--- src/design/ntc_d2t_pkg.sv ---
// Shared constants and types for the NTC duty-to-temperature pipeline.
`default_nettype none
package ntc_d2t_pkg;

	localparam int DUTY_WIDTH_DEF = 16;
	localparam int LOG_FRAC       = 30;
	localparam int MANT_W         = LOG_FRAC + 1;
	localparam int REM_W          = 62;
	localparam int QUOT_W         = 16;
	localparam int CFG_DATA_W     = 17;

	localparam logic [23:0] K_T25_LN2      = 24'd13543790;
	localparam logic [14:0] T25_CENTI_K    = 15'd29815;
	localparam logic [15:0] ZERO_C_CENTI_K = 16'd27315;
	localparam logic [14:0] TEMP_MAX_CENTI = 15'd20000;
	localparam logic [15:0] SAT_LIMIT      = 16'd47316;

	localparam logic [15:0] DUTY_MIN_RST = 16'd3277;
	localparam logic [15:0] DUTY_MAX_RST = 16'd62259;
	localparam logic [16:0] R25_RST      = 17'd5000;
	localparam logic [13:0] BETA_RST     = 14'd3523;

	typedef enum logic [1:0] {
		REG_DUTY_MIN = 2'd0,
		REG_DUTY_MAX = 2'd1,
		REG_R25      = 2'd2,
		REG_BETA     = 2'd3
	} cfg_reg_t;

	// Per-item control that travels with the data.
	typedef struct packed {
		logic vld;
		logic ok;
	} ctl_t;

endpackage
`default_nettype wire

--- src/design/ntc_d2t_log_step.sv ---
// One squaring step of the log2 fraction: yields one fraction bit.
`default_nettype none
module ntc_d2t_log_step #(
	parameter int BIT = 29
) (
	input  wire logic clk,
	input  wire logic adv,
	input  wire logic [ntc_d2t_pkg::MANT_W-1:0]   m_in,
	input  wire logic [ntc_d2t_pkg::LOG_FRAC-1:0] frac_in,
	output logic [ntc_d2t_pkg::MANT_W-1:0]        m_s,
	output logic [ntc_d2t_pkg::LOG_FRAC-1:0]      frac_s
);
	localparam int MW = ntc_d2t_pkg::MANT_W;
	localparam int LF = ntc_d2t_pkg::LOG_FRAC;

	logic [2*MW-1:0] sq_c;
	logic [MW:0]     t_c;
	logic [LF-1:0]   frac_c;

	assign sq_c = (2*MW)'(m_in) * (2*MW)'(m_in);
	assign t_c  = sq_c[LF +: MW+1];

	always_comb begin
		frac_c      = frac_in;
		frac_c[BIT] = t_c[MW];
	end

	always_ff @(posedge clk) begin
		if (adv) begin
			frac_s <= frac_c;
			// square reached two: halve back into range
			m_s <= t_c[MW] ? t_c[MW:1] : t_c[MW-1:0];
		end
	end

endmodule
`default_nettype wire

--- config.mk ---
export PLATFORM = sky130hd
export DESIGN_NAME = ntc_d2t_log_step
export DESIGN_NICKNAME = d
export VERILOG_FILES = /design/src/design/ntc_d2t_pkg.sv /design/src/design/ntc_d2t_log_step.sv
export SDC_FILE = /design/constraint.sdc
export NUM_CORES = 2
export LEC_CHECK = 0
export ABC_AREA = 1
export ABC_CLOCK_PERIOD_IN_PS = 10230
export BUFFER_PORTS_ARGS = -buffer_cell sky130_fd_sc_hd__buf_2
export CAP_MARGIN = 25
export CORE_ASPECT_RATIO = 0.7
export CORE_MARGIN = 2
export CORE_UTILIZATION = 45
export CTS_CLUSTER_DIAMETER = 80
export DETAILED_ROUTE_END_ITERATION = 6
export GPL_TIMING_DRIVEN = 1
export HOLD_SLACK_MARGIN = 0.06
export SYNTH_ARGS = -nofsm -noshare
export SYNTH_HDL_FRONTEND = slang
export SYNTH_SLANG_ARGS = --single-unit
--- constraint.sdc ---
create_clock -name clk -period 10.23 [get_ports clk]
set_input_delay 0.5115 -clock clk [delete_from_list [all_inputs] [get_ports clk]]
set_output_delay 0.5115 -clock clk [all_outputs]
set_load 0.02 [all_outputs]
Word-level counts from Yosys, hierarchy flattened
Cells that the tools add are included.
W data, S select, Z words.
{ "word_totals": {"reg_bits": 61, "word_cells": 5, "in_bits": 63} }
{ "classes": {"n_mul": 1, "muxes": 1} }
{ "op_table": {"columns": ["cell", "count"], "rows": [
  ["$mul A31 B31 Y62", 1],
  ["$mux W30", 1]
]} }

Logic depth before layout (Yosys ltp)
{ "depth": {"ltp_word": 2, "mapped_depth": 34} }

Least setup slack after synthesis
Ideal clock, no wire load.
{ "synth_timing": {"kind": "input port to flip-flop", "start": "input m_in[25] (netlist name)", "end": "register m_s[23] (netlist name) (data pin)", "stages": 30, "setup_ns": 0.252, "arrival_ns": 6.782, "setup_slack_ns": 3.196, "path_buffers": 3, "path_cell_list": "clkbuf_1 -> clkbuf_1 -> nand2_1 -> fa_1 -> fa_1 -> inv_1 -> fa_1 -> inv_1 -> fa_1 -> inv_1 -> fa_1 -> fa_1 -> fa_1 -> inv_1 -> fa_1 -> inv_1 -> ha_1 -> nand2_1 -> nand2_1 -> a21oi_2 -> nand2_1 -> nand2_1 -> nand2_1 -> a21oi_2 -> nand2_2 -> nand2_1 -> nand2_2 -> buf_6 -> nand2_1 -> nand2_1"} }
{ "synth_between": {"elab_chain_len": 2} }
{ "synth_lines": {"columns": ["item", "line", "source"], "rows": [
  ["start, declared", "ntc_d2t_log_step.sv:8", "input wire logic [ntc_d2t_pkg::MANT_W-1:0] m_in,"],
  ["$mul A31 B31 Y62", "ntc_d2t_log_step.sv:20", "assign sq_c = (2*MW)'(m_in) * (2*MW)'(m_in);"],
  ["$mux W30", "ntc_d2t_log_step.sv:32", "m_s <= t_c[MW] ? t_c[MW:1] : t_c[MW-1:0];"],
  ["end signal, assigned", "ntc_d2t_log_step.sv:32", null],
  ["end, declared", "ntc_d2t_log_step.sv:10", "output logic [ntc_d2t_pkg::MANT_W-1:0] m_s,"]
]} }
Every way passes these cells.
A chain may end at the register's enable or synchronous reset.

Worst setup path in the final report
{ "layout_timing": {"start": "input m_in[9] (netlist name)", "end": "register m_s[8] (netlist name) (data pin)"} }
Same word-level chain as after synthesis.

==> impl_metrics.tcl <==
set metrics [dict create \
    chipHeight_um 225.0 \
    ys_warn_count 0 \
    viasPerCell 4.611 \
    syn_inst 3909 \
    arrival_ns 7.71 \
    ctsHoldBuffers 0 \
    hold_viol 0 \
    overflow 0 \
    critPathSlowestCell "buf_2" \
    grt_max_degree 62 \
    synth_ff_type "edfxtp_1" \
    groute.usage.overall_pct 21.81 \
    die_w_um 319.7 \
    period_needed_ns 7.643 \
    cts_sinks 61 \
    start_util_pct 45.79 \
    numCtsBuffers 9 \
    antenna_found_initial 0 \
    finalHoldWorstSlack_ns 0.3588 \
    synth_edf_count 61 \
    drcViolationCount 0 \
    cp-end-kind "flop" \
    maxSlewHeadroom_pct 39.34 \
    clock-root-buffer "clkbuf_16" \
    synth.ff_latch_count 61 \
    cpMostUsedCell "nand2_1" \
    cp-start-kind "input port" \
    slowest_delay_ns 0.65 \
    drv_slew 0 \
    syn_area_mm2 0.03140 \
    layout_setup_ws_ns 2.587 \
    cts_setup_buffers 0 \
    dp_slack_ns 2.247 \
    drive_gt1_share_pct 4.379 \
    rows 80 \
    area_growth_pct 5.313 \
    async_reset_ff_share_pct 0 \
    grt_pass1_wl_mm 125.5 \
    h-tree-depth 3 \
    setup_tns_ns 0 \
    criticalPathCategory "in2reg" \
    clkSlewWorstSetupHoldPaths_ns 0.05 \
    diodes 0 \
    die-area_mm2 0.07193 \
    hp-class "in2reg" \
    antenna_left 0 \
    cp_max_fo 31 \
    grt_pass1_vias 23650 \
    tritoncts "yes" \
    cts_resized 0 \
    vias 22380 \
    hpwl_mm 64.52 \
    synth.distinct_cells 36 \
    rsz0062_at_grt "no" \
    syn_nets 4988 \
    wirelength_mm 73.65 \
    tightest_slew_ns 0.9098 \
    portBuffers 122 \
    io_pins 124 \
    core_area_mm2 0.06857 \
    finalSetupViolCount 0 \
    final_cell_mix "1,328 x inv_1, 1,043 x nand2_1, 747 x fa_1" \
    final_common_cell "inv_1" \
    cp.required_ns 10.30 \
    ys_seq_area_share_pct 5.835 \
    routedWlPerCell_um 15.18 \
    min_period_over_period_pct 74.71 \
    critical_path_buf_inv_count 6 \
    avgSynthCellArea_um2 8.031 \
    crit_family "adder cells" \
    fmax_ghz 0.1308 \
    drv_cap 0 \
    nNetsFinal 5025 \
    globalplace.congestion 0.9671 \
    drt_pass1_iterations 5 \
    status "completed" \
    clockBufferDepth 2 \
    dr.first_iter.drc_count 1382 \
]
==> final timing paths <==
check / startpoint / endpoint / depth (start not counted)
setup / recovery: m_in[9] / m_s[8] / 28
hold / removal: frac_in[11] / frac_s[11] / 1
==> logic make-up (layout without fill, tap and decap cells) <==
family                   Yosys count  count (layout)  share of synthesized area [%]
AO/OA/AOI/OAI                     89              89                          1.594
XOR/XNOR                          31              31                         0.8648
adder cells (fa/ha/maj)         1016            1016                          58.35
buffers and inverters           1434            1476                          17.29
flip-flops                        61              61                          5.835
AND/OR/NAND/NOR                 1278            1278                          16.06
==> synth_stat cells (2+ instances only) <==
master | count | area, µm²
inv_1 | 1328 | 4985
nand2_1 | 1043 | 3915
fa_1 | 747 | 14950
ha_1 | 269 | 3366
nor2_1 | 108 | 405.4
clkbuf_1 | 83 | 311.6
nand3_1 | 67 | 335.3
edfxtp_1 | 61 | 1832
a21oi_1 | 52 | 260.3
xor2_1 | 21 | 183.9
nand4_1 | 16 | 100.1
o21ai_0 | 16 | 80.08
o21bai_1 | 12 | 90.09
buf_1 | 11 | 41.29
xnor2_1 | 10 | 87.58
nand2_2 | 9 | 56.30
nor3_1 | 7 | 35.03
buf_6 | 6 | 67.56
nor2_2 | 6 | 37.54
nor4_1 | 6 | 37.54
inv_2 | 5 | 18.77
or2_2 | 4 | 25.02
nand3b_1 | 3 | 22.52
a21o_1 | 2 | 15.01
a21oi_2 | 2 | 17.52
a31o_2 | 2 | 17.52
and2_0 | 2 | 12.51
and3_1 | 2 | 12.51
nor2_4 | 2 | 22.52
==> state kept, by name (all words and copies together) (netlist names) <==
name,count
frac_s,30
m_s,31
==> area by class of cell <==
class                      count  area (µm²)
tap                          902        1129
sequential                    61        1832
timing repair buffer         127       648.1
clock buffer                  10       229.0
multi-input combinational   2414       24130
clock inverter                 6       87.58
inverter                    1333        5004
fill                        6785       35500
==> metrics by stage <==
step	instance area (µm²)	cells	utilization, %
2_1_floorplan	31400	3909	-
3_3_place_gp	32750	4837	47.76
3_5_place_dp	32750	4837	47.76
4_1_cts	33060	4853	48.22
5_1_grt	33060	4853	48.22
6_report	33060	4853	48.22
==> metal layers <==
metal / global-route usage (%) / vias to the layer above / share of wire [%]
met5: 0 / - / 0
li1: - / 10990 / -
met4: 1.750 / 0 / 0.75
met3: 1.923 / 24 / 4.5
met1: 35.23 / 10920 / 53
met2: 32.90 / 447 / 42
Power is not shown: default switching activity piles up to over one toggle a cycle in this logic, so the estimate is an artifact.
