<file path="config.mk">
export PLATFORM = sky130hd
export DESIGN_NAME = ntc_d2t_div_step
export DESIGN_NICKNAME = d
export VERILOG_FILES = /design/src/design/ntc_d2t_pkg.sv /design/src/design/ntc_d2t_div_step.sv
export SDC_FILE = /design/constraint.sdc
export NUM_CORES = 1
export LEC_CHECK = 0
export BUFFER_PORTS_ARGS = -buffer_cell sky130_fd_sc_hd__buf_2
export CAP_MARGIN = 20
export CORE_MARGIN = 2
export CORE_UTILIZATION = 55
export DETAILED_ROUTE_END_ITERATION = 10
export GPL_TIMING_DRIVEN = 0
export PLACE_DENSITY = 0.88
export SLEW_MARGIN = 10
export SYNTH_ARGS = -nofsm -noshare
export SYNTH_HDL_FRONTEND = slang
export SYNTH_SLANG_ARGS = --single-unit
</file>
<file path="constraint.sdc">
create_clock -name clk -period 8.2 [get_ports clk]
set_input_delay 0.82 -clock clk [delete_from_list [all_inputs] [get_ports clk]]
set_output_delay 0.82 -clock clk [all_outputs]
set_load 0.01 [all_outputs]
</file>
<file path="src/design/ntc_d2t_pkg.sv">
// Shared constants and types for the NTC duty-to-temperature pipeline.
`default_nettype none
package ntc_d2t_pkg;

	localparam int DUTY_WIDTH_DEF = 16;
	localparam int LOG_FRAC       = 30;
	localparam int MANT_W         = LOG_FRAC + 1;
	localparam int REM_W          = 62;
	localparam int QUOT_W         = 16;
	localparam int CFG_DATA_W     = 17;

	localparam logic [23:0] K_T25_LN2      = 24'd13543790;
	localparam logic [14:0] T25_CENTI_K    = 15'd29815;
	localparam logic [15:0] ZERO_C_CENTI_K = 16'd27315;
	localparam logic [14:0] TEMP_MAX_CENTI = 15'd20000;
	localparam logic [15:0] SAT_LIMIT      = 16'd47316;

	localparam logic [15:0] DUTY_MIN_RST = 16'd3277;
	localparam logic [15:0] DUTY_MAX_RST = 16'd62259;
	localparam logic [16:0] R25_RST      = 17'd5000;
	localparam logic [13:0] BETA_RST     = 14'd3523;

	typedef enum logic [1:0] {
		REG_DUTY_MIN = 2'd0,
		REG_DUTY_MAX = 2'd1,
		REG_R25      = 2'd2,
		REG_BETA     = 2'd3
	} cfg_reg_t;

	// Per-item control that travels with the data.
	typedef struct packed {
		logic vld;
		logic ok;
	} ctl_t;

endpackage
`default_nettype wire

</file>
<file path="src/design/ntc_d2t_div_step.sv">
// One restoring-division step producing one quotient bit.
`default_nettype none
module ntc_d2t_div_step #(
	parameter int DW  = 45,
	parameter int BIT = 15
) (
	input  wire logic clk,
	input  wire logic adv,
	input  wire logic [ntc_d2t_pkg::REM_W-1:0]  rem_in,
	input  wire logic [DW-1:0]                  den_in,
	input  wire logic [ntc_d2t_pkg::QUOT_W-1:0] q_in,
	output logic [ntc_d2t_pkg::REM_W-1:0]       rem_s,
	output logic [DW-1:0]                       den_s,
	output logic [ntc_d2t_pkg::QUOT_W-1:0]      q_s
);
	localparam int RW = ntc_d2t_pkg::REM_W;
	localparam int QW = ntc_d2t_pkg::QUOT_W;

	logic [RW-1:0] dsh_c;
	logic          ge_c;
	logic [QW-1:0] q_c;

	assign dsh_c = RW'(den_in) << BIT;
	assign ge_c  = rem_in >= dsh_c;

	always_comb begin
		q_c      = q_in;
		q_c[BIT] = ge_c;
	end

	always_ff @(posedge clk) begin
		if (adv) begin
			den_s  <= den_in;
			q_s    <= q_c;
			rem_s  <= ge_c ? (rem_in - dsh_c) : rem_in;
		end
	end

endmodule
`default_nettype wire

</file>
# After elaboration in Yosys (flattened, before gate mapping)
# Cells that the tools add are included.
[word_totals]
reg_bits = 123
input_bits = 125
out_inout_bits = 123
wordCells = 6
[classes]
add_sub_neg = 1
n_lt_le_gt_ge = 1
muxes = 1
[op_table]
columns = ["cell", "count"]
rows = [
  [">= comparator 62 x 60 -> 1 bit", 1],
  ["two-way mux 62 bit", 1],
  ["subtractor 62 x 60 -> 62 bit", 1],
]

# Logic depth before layout (Yosys ltp)
[depth]
word_depth = 2
mapped_depth = 14
ltp_nobuf = 13

# Least setup slack after synthesis
# OpenSTA, ideal clock, no wires.
[synth_path]
path_type = "input port to flip-flop"
start = "input port rem_in[15] in the netlist's numbering"
end = "register rem_s[55] in the netlist's numbering (data pin)"
arrival_time_ns = 3.101
t_required_ns = 7.942
setup_slack_ns = 4.841
path_stages = 13
n_path_buf = 0
cell_sequence = "inv_1 ha_1 inv_1 fa_1 a211oi_1 o21bai_1 o21ai_1 a21oi_2 a21boi_2 o311ai_1 a31o_1 a311o_1 o221a_2"
[synth_via]
elab_chain_len = 2
word_cells_on_any_way = 3
classes_between = "1 x add/sub; 1 x order compare; 1 x mux"
[synth_lines]
columns = ["item", "line", "rtl"]
rows = [
  ["start: declaration", "ntc_d2t_div_step.sv:9", "input wire logic [ntc_d2t_pkg::REM_W-1:0] rem_in,"],
  ["subtractor 62 x 60 -> 62 bit or >= comparator 62 x 60 -> 1 bit (tied branches)", "ntc_d2t_div_step.sv:35, ntc_d2t_div_step.sv:24", ""],
  ["two-way mux 62 bit *", "ntc_d2t_div_step.sv:35", "rem_s <= ge_c ? (rem_in - dsh_c) : rem_in;"],
  ["end signal: assignment", "ntc_d2t_div_step.sv:35", ""],
  ["end: declaration", "ntc_d2t_div_step.sv:12", "output logic [ntc_d2t_pkg::REM_W-1:0] rem_s,"],
]
# Mark *: on every way between the ends. The rest lies on a longest branch, timed or not.
# A chain may end at the register's enable or synchronous reset.

# Worst setup path in the final report
# Ends and elaborated chain as after synthesis.

==> flow_metrics.env <==
export IMPL_cts_sinks=123
export IMPL_place_congestion=0.9089
export IMPL_required_ns=8.38
export IMPL_avgRoutedWirePerCell_um=18.07
export IMPL_drc_errors=0
export IMPL_syn_area_mm2=0.007342
export IMPL_synth_compound_area_share_pct=18.39
export IMPL_ff_latch_area_mm2=0.003694
export IMPL_grt_pass1_wl_mm=31.41
export IMPL_area_growth_pct=28.02
export IMPL_ys_flop_type="edfxtp_1"
export IMPL_arrival_ns=3.78
export IMPL_cpMostUsedCell="inv_1"
export IMPL_viasPerCell=5.698
export IMPL_drive_above_1_share_pct=34.76
export IMPL_postCtsSetupBuffers=0
export IMPL_worst_pin_slew_ns=0.7710
export IMPL_worst_setup_path_end_kind="register"
export IMPL_powerDensity_mw_per_mm2=213.0
export IMPL_hold_violations=0
export IMPL_path_class="in -> reg"
export IMPL_fp_dieW_um=119.5
export IMPL_multiInputGateArea_mm2=0.003194
export IMPL_dp_cells=1100
export IMPL_dp_hpwl_mm=15.26
export IMPL_synth_mux_area_share_pct=1.227
export IMPL_vias=6445
export IMPL_netlist_instances=677
export IMPL_fin_nets=1114
export IMPL_tns_ns=0
export IMPL_io_pins=248
export IMPL_yosysSeqAreaShare_pct=50.31
export IMPL_cp_start_kind="input pin"
export IMPL_rsz0062_at_grt="no"
export IMPL_slew_violations=0
export IMPL_die_area_mm2=0.01429
export IMPL_cts_max_level=4
export IMPL_numCtsBuffers=17
export IMPL_setup_viol=0
export IMPL_rows=42
export IMPL_crit_chain="buf_2 -> inv_1 -> ha_1 -> inv_1 -> fa_1 -> a211oi_1 -> o21bai_1 -> o21ai_1 -> a21oi_2 -> a21boi_2 -> o311ai_1 -> a31o_1 -> a311o_1 -> o221a_2"
export IMPL_antenna_found_initial=1
export IMPL_hold_buffers=0
export IMPL_grt_pass1_vias=6351
export IMPL_synth_top_family_by_area="compound AO/OA/AOI/OAI gates"
export IMPL_slew_headroom_pct=47.93
export IMPL_port_buffers=246
export IMPL_root_buffer="clkbuf_16"
export IMPL_cts_resized=0
export IMPL_core_area_mm2=0.01314
export IMPL_fill_cells=944
export IMPL_die_h_um=119.5
export IMPL_start_util_pct=55.89
export IMPL_cp_slowest_stage_delay_ns=0.43
export IMPL_syn_nets=848
export IMPL_layoutNonFillerInstCount=1131
export IMPL_drt_iter0_drc=506
export IMPL_yosys_area_share_simple_pct=11.54
export IMPL_grt_max_degree=81
export IMPL_synth_xor_area_share_pct=4.414
export IMPL_synth_enable_flop_cells=123
export IMPL_syn_avg_cell_area_um2=10.84
export IMPL_cap_violations=0
export IMPL_ir_drop_mv=0.1032
export IMPL_min_period_ns=3.600
export IMPL_cts_tree="done"
export IMPL_max_freq_ghz=0.2778
export IMPL_period_share_pct=43.90
export IMPL_grt_overflow=0
export IMPL_path_clk_slew_ns=0.06
export IMPL_yosys_area_share_adder_pct=7.941
export IMPL_ys_warn_count=0
export IMPL_wl_mm=20.44
export IMPL_p_leak_nw=4.247
export IMPL_yosysUniqueCellTypes=73
export IMPL_utilization_pct=71.54
export IMPL_worstPathMaxFanout=4
export IMPL_drt_pass1_iter_count=5
export IMPL_antenna_cells=0
export IMPL_status="completed"
export IMPL_critPathSlowestCell="fa_1"
export IMPL_track_usage_pct=28.48
export IMPL_clock_path_buffers=2
export IMPL_ys_ff_latch=123
export IMPL_min_path_type="in -> reg"
export IMPL_ant_nets=0
export IMPL_synthArstFlopShare_pct=0
==> synthesized netlist by cell type, drive strengths merged (6+ instances only) <==
| library cell | n | area share, % |
|---|---|---|
| buf | 31 | 3.3 |
| mux2 | 8 | 1.2 |
| a21oi | 83 | 6.0 |
| edfxtp | 123 | 50 |
| xor2 | 21 | 2.5 |
| o21a | 6 | 0.61 |
| a21o | 22 | 2.3 |
| nor3 | 10 | 0.89 |
| o21ai | 29 | 2.0 |
| nand4 | 12 | 1.0 |
| o21bai | 7 | 0.72 |
| o211ai | 8 | 0.89 |
| nor2 | 55 | 2.8 |
| nand3 | 12 | 0.82 |
| inv | 55 | 2.8 |
| ha | 45 | 7.7 |
| a211oi | 9 | 0.99 |
| a31oi | 8 | 0.68 |
| nor4 | 6 | 0.51 |
| xnor2 | 16 | 1.9 |
| nand2b | 7 | 0.60 |
| nand2 | 41 | 2.1 |
==> cell usage in the layout (no fill, tap or decap), drive strengths merged, types with 2 or more instances in the layout <==
cell and n:
and2 3, and3 5, a21o 22, and4 4, o21bai 7, ha 45
a41oi 2, nor4 6, clkinv 10, and4b 2, nand2 41, nand3 12
xnor2 16, nor2 55, nor3b 3, a21boi 5, o21ai 29, inv 57
nand2b 7, nand4 12, bufinv 2, nor3 10, a31oi 8, o41ai 2
o211ai 8, a211o 3, clkbuf 19, a221oi 2, a31o 4, or3 5
a21oi 83, edfxtp 123, nor2b 3, buf 278, xor2 21, a211oi 9
o2111ai 2, mux2 8, o21a 6
==> flip-flops by register name, indices dropped and copies added (netlist names) <==
signal,cells
q_s,16
rem_s,62
den_s,45
==> routing by layer <==
layer / part of all wire [%] / GRT usage (%)
met4: 2.9 / 12.72
met5: 0 / 0
met1: 40 / 34.90
met3: 8.1 / 6.844
met2: 49 / 47.93
==> stage by stage <==
stage / power (mW) / hold WS, ns / area (um2) / setup WS (ns)
3_5_place_dp: 1.272 / 0.9984 / 8827 / 4.276
3_3_place_gp: 1.256 / 0.9966 / 8793 / 4.255
6_report: 2.002 / 0.5715 / 9399 / 4.600
4_1_cts: 2.008 / 0.5589 / 9399 / 4.668
2_1_floorplan: 1.094 / 0.9189 / 7342 / 4.841
5_1_grt: 2.088 / 0.5540 / 9399 / 4.487
==> critical path: cells and delay by family <==
| family | cells | cell delay [ns] |
|---|---|---|
| fa+ha+maj | 2 | 0.60 |
| buf+inv | 3 | 0.23 |
| compound gates | 9 | 2.12 |
==> cell type report <==
type | count | share of cell area, %
flip-flops and latches | 123 | 39.30
multi-input cells | 466 | 33.99
repair buffers | 247 | 13.46
clock buffers | 17 | 4.526
plain buffers | 33 | 2.636
well taps | 176 | 2.343
inverters | 55 | 2.196
clock inverters | 14 | 1.558
==> where the power goes <==
| part | switching [mW] | internal (mW) | total (mW) |
|---|---|---|---|
| registers | 0.0174 | 0.780 | 0.798 |
| logic | 0.276 | 0.197 | 0.473 |
| clock network | 0.286 | 0.446 | 0.732 |
| total | 0.579 | 1.42 | 2.00 |
==> cell families after synthesis <==
kind of cell,Yosys count
DFF,123
buffers and inverters,88
and+or+nand+nor,171
muxes,8
adders and majority gates,46
xor gates and xnor gates,37
AOI/OAI and AO/OA,204
==> final timing paths <==
check / endpoint / cells past startpoint / startpoint / slack, ns
max: rem_s[55] / 14 / rem_in[15] / 4.60
min: q_s[4] / 1 / q_in[4] / 0.57
(Power assumes the default switching activity.)
