**config.mk**
```make
export PLATFORM = sky130hd
export DESIGN_NAME = ntc_d2t_front
export DESIGN_NICKNAME = d
export VERILOG_FILES = /design/src/design/ntc_d2t_pkg.sv /design/src/design/ntc_d2t_front.sv
export SDC_FILE = /design/constraint.sdc
export NUM_CORES = 1
export LEC_CHECK = 0
export BUFFER_PORTS_ARGS = -buffer_cell sky130_fd_sc_hd__buf_2
export CAP_MARGIN = 20
export CORE_MARGIN = 2
export CORE_UTILIZATION = 30
export CTS_CLUSTER_DIAMETER = 30
export DETAILED_ROUTE_END_ITERATION = 8
export PLACE_DENSITY = 0.49
export SLEW_MARGIN = 40
export SYNTH_ARGS = -nofsm -noshare
export SYNTH_HDL_FRONTEND = slang
export SYNTH_SLANG_ARGS = --single-unit
```
**constraint.sdc**
```tcl
create_clock -name clk -period 3.3 [get_ports clk]
set_input_delay 0.33 -clock clk [delete_from_list [all_inputs] [get_ports clk]]
set_output_delay 0.33 -clock clk [all_outputs]
set_load 0.02 [all_outputs]
```
**src/design/ntc_d2t_pkg.sv**
```systemverilog
// Shared constants and types for the NTC duty-to-temperature pipeline.
`default_nettype none
package ntc_d2t_pkg;

	localparam int DUTY_WIDTH_DEF = 16;
	localparam int LOG_FRAC       = 30;
	localparam int MANT_W         = LOG_FRAC + 1;
	localparam int REM_W          = 62;
	localparam int QUOT_W         = 16;
	localparam int CFG_DATA_W     = 17;

	localparam logic [23:0] K_T25_LN2      = 24'd13543790;
	localparam logic [14:0] T25_CENTI_K    = 15'd29815;
	localparam logic [15:0] ZERO_C_CENTI_K = 16'd27315;
	localparam logic [14:0] TEMP_MAX_CENTI = 15'd20000;
	localparam logic [15:0] SAT_LIMIT      = 16'd47316;

	localparam logic [15:0] DUTY_MIN_RST = 16'd3277;
	localparam logic [15:0] DUTY_MAX_RST = 16'd62259;
	localparam logic [16:0] R25_RST      = 17'd5000;
	localparam logic [13:0] BETA_RST     = 14'd3523;

	typedef enum logic [1:0] {
		REG_DUTY_MIN = 2'd0,
		REG_DUTY_MAX = 2'd1,
		REG_R25      = 2'd2,
		REG_BETA     = 2'd3
	} cfg_reg_t;

	// Per-item control that travels with the data.
	typedef struct packed {
		logic vld;
		logic ok;
	} ctl_t;

endpackage
`default_nettype wire

```
**src/design/ntc_d2t_front.sv**
```systemverilog
// Front end: window check, divider terms, leading-one search and normalization.
`default_nettype none
module ntc_d2t_front #(
	parameter int DUTY_WIDTH = ntc_d2t_pkg::DUTY_WIDTH_DEF,
	parameter int XW = DUTY_WIDTH + 23,
	parameter int EW = $clog2(XW)
) (
	input  wire logic                   clk,
	input  wire logic                   arst_n,
	input  wire logic                   adv,
	input  wire logic                   in_vld,
	input  wire logic [DUTY_WIDTH-1:0]  duty,
	input  wire logic [15:0]            duty_min,
	input  wire logic [15:0]            duty_max,
	input  wire logic [16:0]            r25,
	output ntc_d2t_pkg::ctl_t           ctl_s3,
	output logic [EW-1:0]               e1_s3,
	output logic [EW-1:0]               e2_s3,
	output logic [ntc_d2t_pkg::MANT_W-1:0] m1_s3,
	output logic [ntc_d2t_pkg::MANT_W-1:0] m2_s3
);
	localparam int CW = (DUTY_WIDTH > 16) ? DUTY_WIDTH : 16;
	localparam int MW = ntc_d2t_pkg::MANT_W;

	function automatic logic [EW-1:0] msb_pos(input logic [XW-1:0] x);
		logic [EW-1:0] p;
		p = '0;
		for (int i = 0; i < XW; i++) begin
			if (x[i])
				p = EW'(i);
		end
		return p;
	endfunction

	function automatic logic [MW-1:0] normalize(input logic [XW-1:0] x,
		input logic [EW-1:0] e);
		logic [XW+MW-1:0] ext;
		logic [EW-1:0]    sh;
		ext = {x, {MW{1'b0}}};
		sh  = EW'(XW - 1) - e;
		ext = ext << sh;
		return ext[XW+MW-1 -: MW];
	endfunction

	ntc_d2t_pkg::ctl_t ctl_s1, ctl_s2;
	logic [XW-1:0] x1_s1, x2_s1, x1_s2, x2_s2;
	logic [EW-1:0] e1_s2, e2_s2;
	logic [CW-1:0] d_c;
	logic [XW-1:0] a_c, b_c;

	assign d_c = CW'(duty);
	assign a_c = (XW'(9) << DUTY_WIDTH) - (XW'(duty) << 3);
	assign b_c = (XW'(9) << DUTY_WIDTH) + (XW'(duty) << 5);

	always_ff @(posedge clk or negedge arst_n) begin
		if (!arst_n) begin
			ctl_s1 <= '0;
			ctl_s2 <= '0;
			ctl_s3 <= '0;
		end else if (adv) begin
			ctl_s1.vld <= in_vld;
			ctl_s1.ok  <= (d_c >= CW'(duty_min)) && (d_c <= CW'(duty_max));
			ctl_s2     <= ctl_s1;
			ctl_s3     <= ctl_s2;
		end
	end

	always_ff @(posedge clk) begin
		if (adv) begin
			x1_s1 <= a_c * XW'(3960);
			x2_s1 <= b_c * XW'(r25);
			x1_s2 <= x1_s1;
			x2_s2 <= x2_s1;
			e1_s2 <= msb_pos(x1_s1);
			e2_s2 <= msb_pos(x2_s1);
			e1_s3 <= e1_s2;
			e2_s3 <= e2_s2;
			m1_s3 <= normalize(x1_s2, e1_s2);
			m2_s3 <= normalize(x2_s2, e2_s2);
		end
	end

endmodule
`default_nettype wire

```
# Yosys cells after proc, flatten, opt, wreduce, memory -nomap -nowiden
# Index checks and enable logic that the tools add are counted.
totals:
  register_bits: 242
  word_cells: 107
  in_bits: 69
op_classes:
  add_sub_neg: 4
  mul: 2
  shift: 2
  n_reduce_logical: 5
  order_cmp: 2
  mux: 72
ops:
  columns: ["operator", "n"]
  rows:
  - ["6-bit two-way mux", 58]
  - ["70-bit by 6-bit << shifter with 70-bit output", 2]
  - ["22-bit by 17-bit multiplier with 39-bit output", 1]
  - ["39-bit by 9-bit multiplier with 36-bit output (second input constant)", 1]
  - ["3-bit two-way mux", 8]
  - ["20-bit by 21-bit adder with 22-bit output (first input constant)", 1]
  - ["20-bit by 19-bit subtractor with 21-bit output (first input constant)", 1]
  - ["16-bit greater-or-equal comparator", 1]
  - ["16-bit <= comparator", 1]
  - ["7-bit OR reduction", 2]
  - ["6-bit subtractor (first input constant)", 2]
  - ["2-bit two-way mux", 5]
  - ["3-bit OR reduction", 2]
  - ["1-bit logical AND", 1]
  - ["1-bit two-way mux", 1]

# Depth between registers and ports, before layout
# Gate-level depths: netlist of the first run.
logic_depth:
  ltp_word: 37
  depth_mapped: 26
  ltp_nobuf: 24

# Worst setup path before layout of the first run
# No wires, ideal clock.
synth_path:
  path_type: "input to register"
  startpoint: "input duty[11]"
  endpoint: "register x2_s1[37] (data pin)"
  n_path_buf: 2
  required_time_ps: 3031
  t_arrival_ps: 6264
  setup_slack_ps: -3233
  setup_ps: 269
  path_stages: 25
  cell_sequence: "inv_1 > buf_1 > ha_1 > clkbuf_1 > nand2_1 > fa_1 > inv_1 > fa_1 > inv_1 > fa_1 > inv_1 > fa_1 > inv_1 > fa_1 > inv_1 > fa_1 > ha_1 > nand4_1 > nor3_1 > o21a_1 > o31a_1 > a31oi_2 > o311ai_1 > a211o_1 > nand3_1"
synth_via:
  elab_chain_len: 2
synth_rtl:
  columns: ["item", "line_no", "text"]
  rows:
  - ["start: declaration", "ntc_d2t_front.sv:12", "input wire logic [DUTY_WIDTH-1:0] duty,"]
  - ["20-bit by 21-bit adder with 22-bit output", "ntc_d2t_front.sv:53", "assign b_c = (XW'(9) << DUTY_WIDTH) + (XW'(duty) << 5);"]
  - ["22-bit by 17-bit multiplier with 39-bit output", "ntc_d2t_front.sv:71", "x2_s1 <= b_c * XW'(r25);"]
  - ["end signal: assignment", "ntc_d2t_front.sv:71", null]
  - ["end: declaration", "ntc_d2t_front.sv:46", "logic [XW-1:0] x1_s1, x2_s1, x1_s2, x2_s2;"]
# No other way between the ends.
# A chain may end at the register's enable or synchronous reset.

# Final worst setup path of the first run
# Ends and elaborated chain as after synthesis.

==> summary.txt, run 1 <==
========================================================================================================
Run status                                                                                  complete, but fails checks
Violated checks                                                                             negative setup slack
Slowest stage cell, crit path                                                                       fa_1
End of the worst register-to-register path                                                     m2_s3[19]
Number of top-level pins                                                                             145
Die Y-Extent                                                                                      289 µm
Growth of design area from synthesis to finish                                                     35.5%
Final Slew Violations                                                                                  0
Register-to-Register Setup Slack                                                                  550 ps
Chip width                                                                                        289 µm
Post-synth EDFFs                                                                                     210
Sequential cell area                                                                         0.00646 mm²
First-pass GRT wire length                                                                        105 mm
Required time of the worst setup path                                                            3560 ps
Async SR Flop Fraction                                                                             2.78%
CTS buffer count                                                                                      45
Worst slew margin                                                                                  53.8%
Bufs on Longest Clock Path                                                                             3
Leading area contributor after synthesis                                                        edfxtp_1
Fmax                                                                                           0.176 GHz
Top-area cell type share of the netlist area                                                       25.9%
Starting density of the core                                                                       30.3%
Crit-path max FO                                                                                       7
Sequential element share of the synthesized area                                                   26.5%
H-Tree Depth                                                                                           2
Fin crit period                                                                                  5680 ps
Post-synthesis area per instance                                                                9.85 µm²
Number of standard-cell rows in the floorplan                                                        104
Final Skew                                                                                       19.1 ps
Antenna diode instance count                                                                           0
Worst Reg-to-Reg Cells                                                                                 9
Startpoint of the lowest-slack register-to-register path                                        e2_s2[1]
Number of flip-flops and latches in the synthesized netlist                                          216
Final setup violation count                                                                           51
Dominant cells by area after synthesis                                                      edfxtp_1, fa_1, ha_1
Post-CTS clock slew at the launch and capture registers of the worst setup and hold paths          40 ps
RSZ-0062 raised after global routing                                                                 yes
Largest stage delay, worst path                                                                   480 ps
Worst setup path category                                                                         in2reg
Fraction of layout instances using a drive strength above 1                                        31.1%
Worst setup SP type                                                                           input port
Pin count of the biggest net entering global routing                                                  72
Hold Path Class                                                                                 in2async
Synth Flop Type                                                                                 edfxtp_1
First-pass iteration count of the detailed router                                                      5
TritonCTS clock tree                                                                                done
Overflow left after global routing                                                                     0
Post-DP HPWL                                                                                     54.0 mm
Ratio of final minimum period to clock period                                                       172%
Critical path's most frequent cell                                                                  fa_1
Number of antenna violations at the first check in global routing                                      0
Worst path arrival time                                                                          5940 ps
Die footprint                                                                                 0.0836 mm²
Area of the multi-input gates                                                                 0.0176 mm²
Worst-Margin Slew                                                                                 689 ps
Final Hold Violating Endpoints                                                                         0
Count of nets left with antenna violations after detail routing                                        0
Routed via count                                                                                   18744
Root cell of the clock tree                                                                    clkbuf_16
Instance count of the mapped netlist                                                                2475
Most frequent cell after synthesis                                                                 inv_1
Fillcell total                                                                                      7784
Vias in the first global route                                                                     19830
Least setup slack across all paths after layout                                                 -2380 ps
Final core area utilization                                                                        41.0%
Placeable core region                                                                         0.0805 mm²
Number of nets in the final layout                                                                  3561
Clock insertion delay at the later pin of the skew report                                         560 ps
Drc violations                                                                                         0
Cell variety after synth                                                                              66
Post-synthesis net count                                                                            3049
Wire length per cell                                                                             15.8 µm
Sum of buffers and inverters on the critical path                                                      8
Netlist area before placement                                                                 0.0244 mm²
Total track usage                                                                                  15.6%
IO buf count                                                                                         144
Yosys warns                                                                                            0
Setup slack after placement                                                                     -3310 ps
Via density                                                                                         4.59
Wire length reported by the detailed router                                                      64.5 mm
Most frequent cells after synthesis                                                         inv_1, nand2_1, fa_1
# clock sinks                                                                                        216
Placer's final routability congestion estimate                                                     0.891
Number of design-rule violations left by the first detailed-router iteration                         746
CP delay by family, top                                                                      adder cells
Worst Setup End Kind                                                                           flip-flop
Max-cap check violation count                                                                          0
========================================================================================================
## logic make-up after synthesis
family	after synthesis	synth area share [%]
AOI/OAI and AO/OA	339	8.90
xor gates and xnor gates	75	2.69
adders and majority gates	505	35.0
buffers and inverters	535	8.30
DFF	216	26.5
muxes	95	5.42
and+or+nand+nor	710	13.2
## flip-flops by register name, indices dropped and copies added (netlist names), 28 cells and up
signal	count
x1_s1	28
x2_s1	34
x2_s2	34
m2_s3	31
m1_s3	31
x1_s2	28
## worst max-delay path by stage
| stage | slack [ps] | start | endpoint | cells past startpoint |
|---|---|---|---|---|
| 2_1_floorplan | -2670 | duty[11] | x2_s1[38] | 23 |
| 3_3_place_gp | -3190 | duty[11] | x2_s1[38] | 25 |
| 3_5_place_dp | -3310 | duty[11] | x2_s1[38] | 25 |
| 4_1_cts | -2420 | duty[11] | x2_s1[38] | 24 |
| 5_1_grt | -2590 | duty[11] | x2_s1[38] | 25 |
| 6_report | -2380 | duty[11] | x2_s1[37] | 25 |
## per-stage QoR
step,setup TNS (ps),hold slack (ps),cells,cell area [µm²]
2_1_floorplan,-90820,34.4,2475,25500
5_1_grt,-89340,163,4081,33100
3_3_place_gp,-121520,162,3921,29500
6_report,-80410,154,4081,33100
3_5_place_dp,-123870,168,3921,29500
4_1_cts,-78250,110,4061,32400
## layout make-up
| cell class | count | share of cell area, % |
|---|---|---|
| clock inverters | 31 | 0.980 |
| flip-flops and latches | 216 | 19.5 |
| well taps | 1060 | 4.01 |
| repair buffers | 566 | 13.8 |
| inverters | 434 | 4.98 |
| multi-input cells | 1724 | 53.2 |
| clock buffers | 50 | 3.46 |
## per-layer routing
layer | routed length [µm] | up-vias | global-route usage, %
met5 | 0 | - | 0
li1 | - | 9173 | -
met3 | 1980 | 65 | 1.57
met4 | 956 | 0 | 3.02
met1 | 30600 | 9227 | 21.5
met2 | 30900 | 279 | 26.8
## cell usage in the layout (no fill, tap or decap), types with 18 or more instances in the layout
cell type	netlist	final
and2_1	106	97
xnor2_1	54	28
nand2_1	319	298
a21oi_1	99	82
clkbuf_16	0	45
buf_2	13	123
nor3_1	31	25
o22ai_1	20	19
ha_1	208	163
fa_2	0	19
buf_4	0	347
a211oi_1	23	18
buf_6	0	61
mux4_2	28	28
a21o_1	21	21
ha_4	0	41
mux2i_1	50	50
o21ai_0	64	50
fa_1	297	278
edfxtp_1	210	210
inv_2	0	39
buf_12	0	24
nor2_1	155	144
inv_1	434	392
nor2b_1	19	18
## repair_timing
item | CTS | global route
hold buffers | 2 | 0
gates resized for setup | 222 | 99
setup buffers | 62 | 29
hold endpoints to repair | 7 | 0
setup endpoints to repair | 53 | 52
gates cloned | 1 | 0
pin swaps | 140 | 106
Power of run 1 is left out: the tool's default activity adds up to more than one toggle a clock period on the data nets, which glitch-free logic cannot reach.
==> run 2, diff against run 1 <==
--- a/config.mk
+++ b/config.mk
@@ -12,6 +12,7 @@
 export CTS_CLUSTER_DIAMETER = 30
 export DETAILED_ROUTE_END_ITERATION = 8
 export PLACE_DENSITY = 0.49
+export SKIP_CTS_REPAIR_TIMING = 1
 export SLEW_MARGIN = 40
 export SYNTH_ARGS = -nofsm -noshare
 export SYNTH_HDL_FRONTEND = slang
==> run 2 against run 1 <==
First-iteration DRC count is 8.4% lower. Clock-buffer cell count unchanged. Largest cell class unchanged. Critical endpoint is now x2_s1[38]. Non-clock buffer count is 28 lower. Global-route usage down 0.41 points. Die area stayed put. The run still ends with negative setup slack left. Wire length decreased by 1.3%. Sequential share of layout area rose by 0.25 points. Critical path depth fell by 1. Cell count shrank 0.69%. Clock skew fell by 0.73 ps.
==> summary.txt, run 2 (synthesized netlist as in run 1, its figures left out) <==
========================================================================================================
Count of nets left with antenna violations after detail routing                                        0
Drc violations                                                                                         0
Number of nets in the final layout                                                                  3533
Crit-path max FO                                                                                       5
Worst-Margin Slew                                                                                 768 ps
Number of top-level pins                                                                             145
Pin count of the biggest net entering global routing                                                  72
Placeable core region                                                                         0.0805 mm²
Fin crit period                                                                                  5760 ps
Hold Path Class                                                                                 in2async
Final Slew Violations                                                                                  0
CTS buffer count                                                                                      45
Final Skew                                                                                       18.4 ps
Starting density of the core                                                                       30.3%
Die Y-Extent                                                                                      289 µm
Fraction of layout instances using a drive strength above 1                                        30.4%
Post-DP HPWL                                                                                     54.0 mm
Violated checks                                                                             negative setup slack
Finished Cell Area                                                                            0.0326 mm²
Bufs on Longest Clock Path                                                                             3
Global routing met3 resource utilization                                                           1.63%
Vias in the first global route                                                                     19401
Die footprint                                                                                 0.0836 mm²
Antenna diode instance count                                                                           0
Total track usage                                                                                  15.2%
# clock sinks                                                                                        216
Final setup violation count                                                                           50
H-Tree Depth                                                                                           2
First-pass GRT wire length                                                                        103 mm
Post-CTS clock slew at the launch and capture registers of the worst setup and hold paths          40 ps
Cell Count, Final, Fillers Out                                                                      4053
Chip width                                                                                        289 µm
Number of standard-cell rows in the floorplan                                                        104
Number of antenna violations at the first check in global routing                                      0
Placed cell count                                                                                   3921
Routed via count                                                                                   18662
Root cell of the clock tree                                                                    clkbuf_16
First-pass iteration count of the detailed router                                                      5
Largest registers in the final layout                                                       x2_s1 (34), x2_s2 (34)
Number of design-rule violations left by the first detailed-router iteration                         683
Worst slew margin                                                                                  47.5%
Final Hold Violating Endpoints                                                                         0
Wire length per cell                                                                             15.7 µm
Most used cells in the layout excluding fill and tap cells                                  inv_1, buf_4, nand2_1
Via density                                                                                         4.60
Placer's final routability congestion estimate                                                     0.891
TritonCTS clock tree                                                                                done
Worst Setup End Kind                                                                           flip-flop
IO buf count                                                                                         144
Growth of design area from synthesis to finish                                                     33.8%
Least setup slack across all paths after layout                                                 -2460 ps
Clock insertion delay at the later pin of the skew report                                         560 ps
Ratio of final minimum period to clock period                                                       174%
Worst setup path category                                                                         in2reg
Run status                                                                                  complete, but fails checks
Routing usage on met1                                                                              21.3%
Global route hottest layer                                                                          met2
Required time of the worst setup path                                                            3570 ps
RSZ-0062 raised after global routing                                                                 yes
Wire length reported by the detailed router                                                      63.6 mm
Fmax                                                                                           0.174 GHz
Met2 track demand over resource in global routing                                                  25.5%
Placed cell areas                                                                             0.0295 mm²
Overflow left after global routing                                                                     0
Worst path arrival time                                                                          6030 ps
Commonest non-fill, non-tap cell in the layout                                                     inv_1
Worst setup SP type                                                                           input port
Max-cap check violation count                                                                          0
========================================================================================================
==> run 2: final timing paths <==
path / startpoint / to / slack [ps] / cells after the start
worst max-delay path: duty[11] / x2_s1[38] / -2460 / 24
worst min-delay path: arst_n / ctl_s1[0] / 150 / 2
worst max register to register: e2_s2[1] / m2_s3[27] / 520 / 9
worst min register to register: x1_s1[6] / x1_s2[6] / 460 / 0
max in group asynchronous: arst_n / ctl_s3[0] / 2990 / 2
min in group clk: adv / x1_s1[32] / 270 / 1
==> run 2: layer usage <==
metal	vias to the layer above	share of wire [%]
li1	9122	-
met1	9143	48
met2	317	47
met3	80	3.4
met4	0	1.9
met5	-	0
==> run 2: per-stage QoR <==
stage	util [%]	setup TNS (ps)	hold WS, ps	setup slack [ps]
3_5_place_dp	36.6	-123870	168	-3310
3_3_place_gp	36.6	-121520	162	-3190
6_report	40.5	-80560	153	-2460
5_1_grt	40.5	-88990	162	-2670
2_1_floorplan	-	-90820	34.4	-2670
4_1_cts	38.4	-92250	-430	-2730
==> run 2: area by class of cell <==
class	count	area, µm²
timing repair buffer	538	4270
fill	7869	47900
clock inverter	31	324
inverter	434	1660
multi-input combinational	1724	17500
tap	1060	1330
sequential	216	6460
clock buffer	50	1140
==> run 2: critical path, cell delays in order <==
cell and delay [ps]:
buf_12 120, ha_4 180, xor2_4 240, buf_6 150, nand2_2 60, fa_1 530, inv_1 50, fa_1 480
inv_2 40, fa_1 560, fa_1 450, fa_1 510, inv_1 50, fa_1 490, ha_4 310, inv_4 40
nor4_4 260, nand3_2 160, a31oi_4 230, o22ai_2 110, o211ai_1 290, buf_4 180, nand3_2 50, nor3b_2 150
Power of run 2 is left out for the same reason.
